File: config.mk
export PLATFORM = sky130hd
export DESIGN_NAME = vibration_magnitude_stats
export DESIGN_NICKNAME = d
export VERILOG_FILES = /design/src/design/vms_pkg.sv /design/src/design/vms_ctrl.sv /design/src/design/vms_dp.sv /design/src/design/vibration_magnitude_stats.sv
export SDC_FILE = /design/constraint.sdc
export NUM_CORES = 2
export LEC_CHECK = 0
export BUFFER_PORTS_ARGS = -buffer_cell sky130_fd_sc_hd__buf_2
export CAP_MARGIN = 20
export CORE_MARGIN = 4
export CORE_UTILIZATION = 45
export DETAILED_ROUTE_END_ITERATION = 8
export PLACE_DENSITY_LB_ADDON = 0.2
export SLEW_MARGIN = 25
export SYNTH_ARGS = -nofsm -noshare
export SYNTH_HDL_FRONTEND = slang
export SYNTH_SLANG_ARGS = --single-unit
File: constraint.sdc
create_clock -name clk_i -period 17.7 [get_ports clk_i]
set_clock_uncertainty 0.15 [all_clocks]
set_input_delay 0 -clock clk_i [delete_from_list [all_inputs] [get_ports clk_i]]
set_output_delay 0 -clock clk_i [all_outputs]
set_load 0.05 [all_outputs]
File: src/design/vms_pkg.sv
`timescale 1ns / 1ps
// ----------------------------------------------------------------------------
// Vibration magnitude statistics package
// Shared widths, the controller command bundle and the result record.
// ----------------------------------------------------------------------------
package vms_pkg;

  localparam int SAMPLE_BITS = 20;
  localparam int COUNT_BITS  = 32;
  localparam int WORD_BITS   = 24;
  localparam int AXES        = 3;

  localparam int SQ_BITS         = 2 * SAMPLE_BITS;
  localparam int REM_BITS        = SAMPLE_BITS + 2;
  localparam int SUM_BITS        = SAMPLE_BITS + COUNT_BITS;
  localparam int STEP_BITS       = $clog2(SUM_BITS);
  localparam int IN_DATA_BITS    = ((AXES * WORD_BITS + 7) / 8) * 8;
  localparam int OUT_FIELDS_BITS = 7 * SAMPLE_BITS + COUNT_BITS;
  localparam int OUT_DATA_BITS   = ((OUT_FIELDS_BITS + 7) / 8) * 8;

  typedef struct packed {
    logic load;       // take a new beat from the input side
    logic clear;      // the beat is a clear command
    logic sq_step;    // square one axis and accumulate
    logic root_step;  // one result bit of the square root
    logic update;     // fold the magnitude into the statistics
    logic div_step;   // one quotient bit of the mean
    logic out_load;   // capture the result into the output register
  } vms_cmd_t;

  // Packed with the first output field in the lowest bits.
  typedef struct packed {
    logic        [COUNT_BITS-1:0]  sample_count;
    logic        [SAMPLE_BITS-1:0] mean_magnitude;
    logic        [SAMPLE_BITS-1:0] max_magnitude;
    logic        [SAMPLE_BITS-1:0] min_magnitude;
    logic        [SAMPLE_BITS-1:0] magnitude;
    logic signed [SAMPLE_BITS-1:0] accel_z;
    logic signed [SAMPLE_BITS-1:0] accel_y;
    logic signed [SAMPLE_BITS-1:0] accel_x;
  } vms_result_t;

endpackage

File: src/design/vms_ctrl.sv
`timescale 1ns / 1ps
// ----------------------------------------------------------------------------
// Vibration magnitude statistics controller
// Sequences square, root, update and divide phases and owns both handshakes.
// ----------------------------------------------------------------------------
module vms_ctrl (
  input  logic             clk_i,
  input  logic             rst_ni,
  input  logic             s_tvalid_i,
  input  logic             s_tuser_i,
  output logic             s_tready_o,
  input  logic             m_tready_i,
  output logic             m_tvalid_o,
  output vms_pkg::vms_cmd_t cmd_o
);

  typedef enum logic [2:0] {
    ST_IDLE,
    ST_SQUARE,
    ST_ROOT,
    ST_UPDATE,
    ST_DIVIDE,
    ST_FINISH
  } state_e;

  state_e                         state_q, state_d;
  logic [vms_pkg::STEP_BITS-1:0]  step_q, step_d;
  logic                           m_valid_q, m_valid_d;
  logic                           accept;
  logic                           out_free;

  assign s_tready_o = (state_q == ST_IDLE);
  assign m_tvalid_o = m_valid_q;
  assign accept     = s_tvalid_i & s_tready_o;
  assign out_free   = ~m_valid_q | m_tready_i;

  always_comb begin
    cmd_o           = '0;
    cmd_o.load      = accept;
    cmd_o.clear     = s_tuser_i;
    cmd_o.sq_step   = (state_q == ST_SQUARE);
    cmd_o.root_step = (state_q == ST_ROOT);
    cmd_o.update    = (state_q == ST_UPDATE);
    cmd_o.div_step  = (state_q == ST_DIVIDE);
    cmd_o.out_load  = (state_q == ST_FINISH) & out_free;
  end

  always_comb begin
    state_d = state_q;
    step_d  = step_q + 1'b1;
    unique case (state_q)
      ST_IDLE: begin
        step_d = '0;
        if (accept) begin
          state_d = s_tuser_i ? ST_FINISH : ST_SQUARE;
        end
      end
      ST_SQUARE: begin
        if (step_q == vms_pkg::STEP_BITS'(vms_pkg::AXES - 1)) begin
          state_d = ST_ROOT;
          step_d  = '0;
        end
      end
      ST_ROOT: begin
        if (step_q == vms_pkg::STEP_BITS'(vms_pkg::SAMPLE_BITS - 1)) begin
          state_d = ST_UPDATE;
          step_d  = '0;
        end
      end
      ST_UPDATE: begin
        state_d = ST_DIVIDE;
        step_d  = '0;
      end
      ST_DIVIDE: begin
        if (step_q == vms_pkg::STEP_BITS'(vms_pkg::SUM_BITS - 1)) begin
          state_d = ST_FINISH;
          step_d  = '0;
        end
      end
      ST_FINISH: begin
        step_d = '0;
        if (out_free) begin
          state_d = ST_IDLE;
        end
      end
      default: begin
        state_d = ST_IDLE;
        step_d  = '0;
      end
    endcase
  end

  // A new result may replace the old one in the cycle the old one is taken.
  always_comb begin
    if (cmd_o.out_load) begin
      m_valid_d = 1'b1;
    end else if (m_tready_i) begin
      m_valid_d = 1'b0;
    end else begin
      m_valid_d = m_valid_q;
    end
  end

  always_ff @(posedge clk_i or negedge rst_ni) begin
    if (!rst_ni) begin
      state_q   <= ST_IDLE;
      step_q    <= '0;
      m_valid_q <= 1'b0;
    end else begin
      state_q   <= state_d;
      step_q    <= step_d;
      m_valid_q <= m_valid_d;
    end
  end

endmodule

File: src/design/vms_dp.sv
`timescale 1ns / 1ps
// ----------------------------------------------------------------------------
// Vibration magnitude statistics datapath
// Shared squarer, bit-serial square root, statistics and restoring divider.
// ----------------------------------------------------------------------------
module vms_dp (
  input  logic                           clk_i,
  input  logic                           rst_ni,
  input  vms_pkg::vms_cmd_t              cmd_i,
  input  logic [vms_pkg::WORD_BITS-1:0]  x_data_i,
  input  logic [vms_pkg::WORD_BITS-1:0]  y_data_i,
  input  logic [vms_pkg::WORD_BITS-1:0]  z_data_i,
  output vms_pkg::vms_result_t           result_o
);

  localparam int S = vms_pkg::SAMPLE_BITS;
  localparam int C = vms_pkg::COUNT_BITS;
  localparam int W = vms_pkg::WORD_BITS;

  logic [S-1:0] x_smp, y_smp, z_smp;

  logic [S-1:0]                    ax_q, ay_q, az_q;
  logic [vms_pkg::AXES*S-1:0]      sqop_q;
  logic [vms_pkg::SQ_BITS-1:0]     ssq_q;
  logic [vms_pkg::REM_BITS-1:0]    rem_q;
  logic [S-1:0]                    root_q;
  logic [vms_pkg::SUM_BITS-1:0]    dv_q;
  logic [C-1:0]                    dr_q;
  vms_pkg::vms_result_t            res_q;

  logic [S-1:0]                    min_q, max_q;
  logic [vms_pkg::SUM_BITS-1:0]    sum_q;
  logic [C-1:0]                    cnt_q;

  logic [S-1:0]                    sq_in, sq_abs;
  logic [vms_pkg::SQ_BITS-1:0]     sq_prod;
  logic [vms_pkg::REM_BITS-1:0]    rem_sh, trial, rem_next;
  logic                            root_ge;
  logic                            cnt_sat;
  logic [vms_pkg::SUM_BITS-1:0]    sum_upd;
  logic [C:0]                      dr_sh, dr_diff;
  logic                            dr_ge;
  logic [C-1:0]                    dr_next;
  logic [S-1:0]                    mean;

  assign x_smp = x_data_i[W-1 -: S];
  assign y_smp = y_data_i[W-1 -: S];
  assign z_smp = z_data_i[W-1 -: S];

  // The most negative sample maps to 2^(S-1), which still fits unsigned.
  assign sq_in   = sqop_q[S-1:0];
  assign sq_abs  = sq_in[S-1] ? (~sq_in + 1'b1) : sq_in;
  assign sq_prod = vms_pkg::SQ_BITS'(sq_abs) * vms_pkg::SQ_BITS'(sq_abs);

  // Two operand bits enter the partial remainder per step.
  assign rem_sh   = {rem_q[S-1:0], ssq_q[vms_pkg::SQ_BITS-1 -: 2]};
  assign trial    = {root_q, 2'b01};
  assign root_ge  = (rem_sh >= trial);
  assign rem_next = root_ge ? (rem_sh - trial) : rem_sh;

  assign cnt_sat = &cnt_q;
  assign sum_upd = cnt_sat ? sum_q : (sum_q + vms_pkg::SUM_BITS'(root_q));

  assign dr_sh   = {dr_q, dv_q[vms_pkg::SUM_BITS-1]};
  assign dr_ge   = (dr_sh >= {1'b0, cnt_q});
  assign dr_diff = dr_sh - {1'b0, cnt_q};
  assign dr_next = dr_ge ? dr_diff[C-1:0] : dr_sh[C-1:0];

  assign mean = (cnt_q == '0) ? '0 : dv_q[S-1:0];

  always_ff @(posedge clk_i) begin
    if (cmd_i.load) begin
      ax_q   <= cmd_i.clear ? '0 : x_smp;
      ay_q   <= cmd_i.clear ? '0 : y_smp;
      az_q   <= cmd_i.clear ? '0 : z_smp;
      sqop_q <= {z_smp, y_smp, x_smp};
      ssq_q  <= '0;
      rem_q  <= '0;
      root_q <= '0;
    end
    if (cmd_i.sq_step) begin
      ssq_q  <= ssq_q + sq_prod;
      sqop_q <= sqop_q >> S;
    end
    if (cmd_i.root_step) begin
      ssq_q  <= ssq_q << 2;
      rem_q  <= rem_next;
      root_q <= {root_q[S-2:0], root_ge};
    end
    if (cmd_i.update) begin
      dv_q <= sum_upd;
      dr_q <= '0;
    end
    if (cmd_i.div_step) begin
      dv_q <= {dv_q[vms_pkg::SUM_BITS-2:0], dr_ge};
      dr_q <= dr_next;
    end
    if (cmd_i.out_load) begin
      res_q.accel_x        <= ax_q;
      res_q.accel_y        <= ay_q;
      res_q.accel_z        <= az_q;
      res_q.magnitude      <= root_q;
      res_q.min_magnitude  <= min_q;
      res_q.max_magnitude  <= max_q;
      res_q.mean_magnitude <= mean;
      res_q.sample_count   <= cnt_q;
    end
  end

  always_ff @(posedge clk_i or negedge rst_ni) begin
    if (!rst_ni) begin
      min_q <= '1;
      max_q <= '0;
      sum_q <= '0;
      cnt_q <= '0;
    end else if (cmd_i.load && cmd_i.clear) begin
      min_q <= '1;
      max_q <= '0;
      sum_q <= '0;
      cnt_q <= '0;
    end else if (cmd_i.update) begin
      if (root_q < min_q) begin
        min_q <= root_q;
      end
      if (root_q > max_q) begin
        max_q <= root_q;
      end
      sum_q <= sum_upd;
      if (!cnt_sat) begin
        cnt_q <= cnt_q + 1'b1;
      end
    end
  end

  assign result_o = res_q;

endmodule

File: src/design/vibration_magnitude_stats.sv
`timescale 1ns / 1ps
// ----------------------------------------------------------------------------
// Vibration magnitude statistics
// A sample beat is squared one axis per step on one shared multiplier,
// then runs 20 square root steps, one update step and 52 restoring
// divide steps, and its result is loaded from the finish state into the
// output register. A clear beat goes straight to the finish state.
// The next beat is taken in the cycle the result appears, not before,
// and the finish state waits while the output register is still full.
// Reset clears min to all ones and max, sum and count to zero.
// ----------------------------------------------------------------------------
module vibration_magnitude_stats (
  input  logic                                clk_i,
  input  logic                                rst_ni,
  input  logic                                s_axis_tvalid,
  output logic                                s_axis_tready,
  // x_data, y_data, z_data
  input  logic [vms_pkg::IN_DATA_BITS-1:0]    s_axis_tdata,
  // cmd
  input  logic                                s_axis_tuser,
  output logic                                m_axis_tvalid,
  input  logic                                m_axis_tready,
  // accel_x, accel_y, accel_z, magnitude, min_magnitude, max_magnitude,
  // mean_magnitude, sample_count, zero padding
  output logic [vms_pkg::OUT_DATA_BITS-1:0]   m_axis_tdata
);

  localparam int W = vms_pkg::WORD_BITS;

  vms_pkg::vms_cmd_t    cmd;
  vms_pkg::vms_result_t result;

  vms_ctrl u_ctrl (
    .clk_i      (clk_i),
    .rst_ni     (rst_ni),
    .s_tvalid_i (s_axis_tvalid),
    .s_tuser_i  (s_axis_tuser),
    .s_tready_o (s_axis_tready),
    .m_tready_i (m_axis_tready),
    .m_tvalid_o (m_axis_tvalid),
    .cmd_o      (cmd)
  );

  vms_dp u_dp (
    .clk_i    (clk_i),
    .rst_ni   (rst_ni),
    .cmd_i    (cmd),
    .x_data_i (s_axis_tdata[W-1:0]),
    .y_data_i (s_axis_tdata[2*W-1:W]),
    .z_data_i (s_axis_tdata[3*W-1:2*W]),
    .result_o (result)
  );

  assign m_axis_tdata = vms_pkg::OUT_DATA_BITS'(result);

endmodule
==> results.ini <==
[run_status]
status = finished, final reports clean

[synth]
synth_enable_flop_cells = 434
async_set_or_reset_register_ratio_after_synthesis_pct = 22.7
synthesis.yosys.warnings = 0
synth_top_area_share_pct = 32.2
synth_seq_area_share_pct = 41.6
synth_top_flop_cell = sky130_fd_sc_hd__edfxtp_1
synthTopCellsByArea = sky130_fd_sc_hd__edfxtp_1 (32%), sky130_fd_sc_hd__fa_1 (16%), sky130_fd_sc_hd__ha_1 (8.1%)
synth_top_cell_by_area = sky130_fd_sc_hd__edfxtp_1
syn-cell-area_um2 = 40500
synth_cell_types = 77
syn_area_per_cell_um2 = 10.3
yosys_register_bits = 590
netlist_instances = 3940

[route]
drc_errors = 0
met2WireLength_um = 47300
detailroute.via_count = 28800
wirelength_um = 100000
route.layer.met1.wl_um = 44200
via_per_instance_ratio = 5.25
drtPass1Iterations = 6
highest_layer = met4
drtAntennaViolNets = 0
drt-wirelength-per-cell_um = 18.2
routed-wl-met3_um = 6440
drt_iter0_markers = 1948

[timing]
finalCritPeriodShare_pct = 57.6
fmax_mhz = 98.0
worst-slew-pin-transition_ps = 999
unrepaired_setup_endpoints_after_global_routing = no
finalHoldWorstSlack_ps = 69.4
timing.final.max_slew_violations = 0
setup-tns-final_ps = 0
slew_headroom_pct = 33.4
final_count_of_hold_timing_violations = 0
post-route-min-period_ps = 10200
final-setup-viol-count = 0

[clock_network]
tritoncts = done
worst_skew_pair.late_latency_ps = 610
post-cts-setup-buffers = 0
clock_transition_at_the_register_clock_pins_on_the_worst_setup_and_hold_paths_after_cts_ps = 60
clock_tree.htree_level_count = 3
ctsLongestPathBuffers = 3
clock_sinks = 590
cts_inserted_buffers = 69
cts.repair.resized = 0
cts.root.buffer_cell = sky130_fd_sc_hd__clkbuf_16
cts-hold-fix-buffers = 98

[die]
row_count = 109
chipWidth_um = 308
core_area_um2 = 88800
floorplan.die.height_um = 308
pin_count = 255
initial_utilization_pct = 45.6
die_area_um2 = 94900

[grt]
vias_in_the_first_global_route = 29400
globalRouteOverflowTotal = 0
initial_antenna_violation_count = 0
grt_util_overall_pct = 21.4
global_route_wire_length_before_repair_um = 162000
grt_start_max_net_pins = 173

[job]
max_cap_viol_count = 0

[placed_design]
dpl_cell_area_um2 = 43100
global_placement_routability_congestion = 0.857
port_buffers = 238
dp_hpwl_um = 70400

[worst_setup_path]
r2r-start = u_dp.sqop_q[0]
worstPathMaxFanout = 12
timing.critical_path.required_ps = 17900
regToRegSetupSlack_ps = 7500
critical_path_class = reg2reg
reg2reg_depth = 32
timing.critical_path.from = u_dp.sqop_q[0]
critical_path.endpoint_type = register
crit_path_max_incr_delay_ps = 570
worst-endpoint-arrival_ps = 10400
critical_path.most_common_cell = sky130_fd_sc_hd__fa_1
cp-start-kind = register
worstSetupEndpoint = u_dp.ssq_q[38]
worst_path_max_delay_cell = sky130_fd_sc_hd__fa_1
timing.rr.end = u_dp.ssq_q[38]

[layout]
antenna-diode-count = 0
layout.cells.most_common = sky130_fd_sc_hd__inv_1
final_design_area_no_fill_um2 = 46400
layout_overhead_on_the_synthesized_area_pct = 14.7
drive_gt1_share_pct = 10.6
layout.nets = 4923
final_cell_mix = sky130_fd_sc_hd__inv_1 (585), sky130_fd_sc_hd__nand2_1 (438), sky130_fd_sc_hd__edfxtp_1 (434)

[power_and_ir_drop]
total_leakage_power_nw = 21.4
clock_power_share_pct = 44.0
switching_share_pct = 23.8
power.sequential.fraction_pct = 46.6
ir_worst_vdd_v = 0.0000714
p_int_mw = 2.51
share_comb_of_total_power_pct = 9.5
power.density_nw_per_um2 = 70.9
total_switching_power_mw = 0.782

[worst_hold_path]
timing.hold.worst.class = in2reg

[logic make-up (layout without fill, tap and decap cells)]
family | count (synthesis) | in the layout | synth area share (%)
mux | 22 | 22 | 0.547
xor+xnor | 189 | 189 | 4.09
compound gates | 684 | 684 | 10.3
flops | 590 | 590 | 41.6
fa+ha+maj | 581 | 581 | 23.9
other cells | 2 | 19 | 0.0185
buf+inv | 741 | 1104 | 6.95
simple gates | 1131 | 1131 | 12.7
[Yosys cell counts (16+ instances only)]
cell type and number:
sky130_fd_sc_hd__o31ai_1 30, sky130_fd_sc_hd__nand2b_1 23, sky130_fd_sc_hd__a21oi_1 203, sky130_fd_sc_hd__nor3_1 36
sky130_fd_sc_hd__o21ai_0 207, sky130_fd_sc_hd__and3_1 20, sky130_fd_sc_hd__xor2_1 72, sky130_fd_sc_hd__xnor2_1 117
sky130_fd_sc_hd__dfrtp_1 114, sky130_fd_sc_hd__o311ai_0 23, sky130_fd_sc_hd__nor4_1 19, sky130_fd_sc_hd__a21o_1 67
sky130_fd_sc_hd__nor2b_1 98, sky130_fd_sc_hd__dfxtp_1 22, sky130_fd_sc_hd__inv_1 586, sky130_fd_sc_hd__a211oi_1 16
sky130_fd_sc_hd__nor2_1 310, sky130_fd_sc_hd__fa_1 319, sky130_fd_sc_hd__edfxtp_1 434, sky130_fd_sc_hd__o21a_1 22
sky130_fd_sc_hd__nand3_1 83, sky130_fd_sc_hd__clkbuf_1 133, sky130_fd_sc_hd__dfstp_2 20, sky130_fd_sc_hd__nand2_1 444
sky130_fd_sc_hd__ha_1 262, sky130_fd_sc_hd__a31oi_1 31, sky130_fd_sc_hd__nand4_1 29, sky130_fd_sc_hd__mux2i_1 21
[critical path, delay by kind of cell, from the launching register on]
family | cells | cell delay [ps]
buffers and inverters | 8 | 1710
AOI/OAI and AO/OA | 5 | 1690
xor gates and xnor gates | 1 | 120
adders and majority gates | 9 | 4300
muxes | 1 | 210
DFF | 1 | 350
and+or+nand+nor | 8 | 1400
[area by class of cell]
class,count,area (um^2)
Fill cell,7912,42400
Multi-Input combinational cell,2626,21000
Sequential cell,590,16900
Timing Repair Buffer,385,2600
Inverter,593,2230
Clock buffer,95,1950
Tap cell,1165,1460
Clock inverter,31,370
[power by group through the flow]
stage / Sequential, mW / Clock [mW] / Combinational, mW
2_1_floorplan: 1.55 / 0 / 0.226
3_3_place_gp: 1.56 / 0 / 0.288
3_5_place_dp: 1.56 / 0 / 0.293
4_1_cts: 1.53 / 1.49 / 0.311
5_1_grt: 1.54 / 1.54 / 0.356
6_report: 1.53 / 1.45 / 0.312
[worst min-delay path by stage]
stage | end | slack (ps) | cells after the start | startpoint
after floorplan | u_ctrl.m_tvalid_o | -450 | 0 | rst_ni
after global placement | u_dp.cnt_q[15] | -40 | 1 | rst_ni
after detailed placement | u_dp.cnt_q[13] | -40 | 1 | rst_ni
after CTS | u_dp.sqop_q[21] | 1 | 4 | s_axis_tdata[29]
after global routing | u_dp.sqop_q[21] | 50 | 4 | s_axis_tdata[29]
final | u_dp.sqop_q[21] | 70 | 4 | s_axis_tdata[29]
[through the flow]
stage | util [%] | power (mW) | setup slack [ps] | instances
2_1_floorplan | - | 1.78 | 4230 | 3957
3_3_place_gp | 48.5 | 1.85 | 7530 | 5260
3_5_place_dp | 48.5 | 1.86 | 7570 | 5260
4_1_cts | 52.3 | 3.33 | 7480 | 5484
5_1_grt | 52.3 | 3.43 | 6910 | 5485
6_report | 52.3 | 3.29 | 7500 | 5485
[registers in the layout, indices dropped and copies added, names as in the netlist, 32 cells and up]
signal,count
u_dp.result_o,172
u_dp.sqop_q,60
u_dp.dv_q,52
u_dp.sum_q,52
u_dp.ssq_q,40
u_dp.cnt_q,32
u_dp.dr_q,32
[metal layers]
metal  vias up  global-route usage (%)
met5         -                       0
met4         0                    5.25
met3       130                    4.36
met2       705                    35.3
met1     14100                    29.3
li1      13800                       -
No activity file was read; power rests on OpenSTA's default activity.
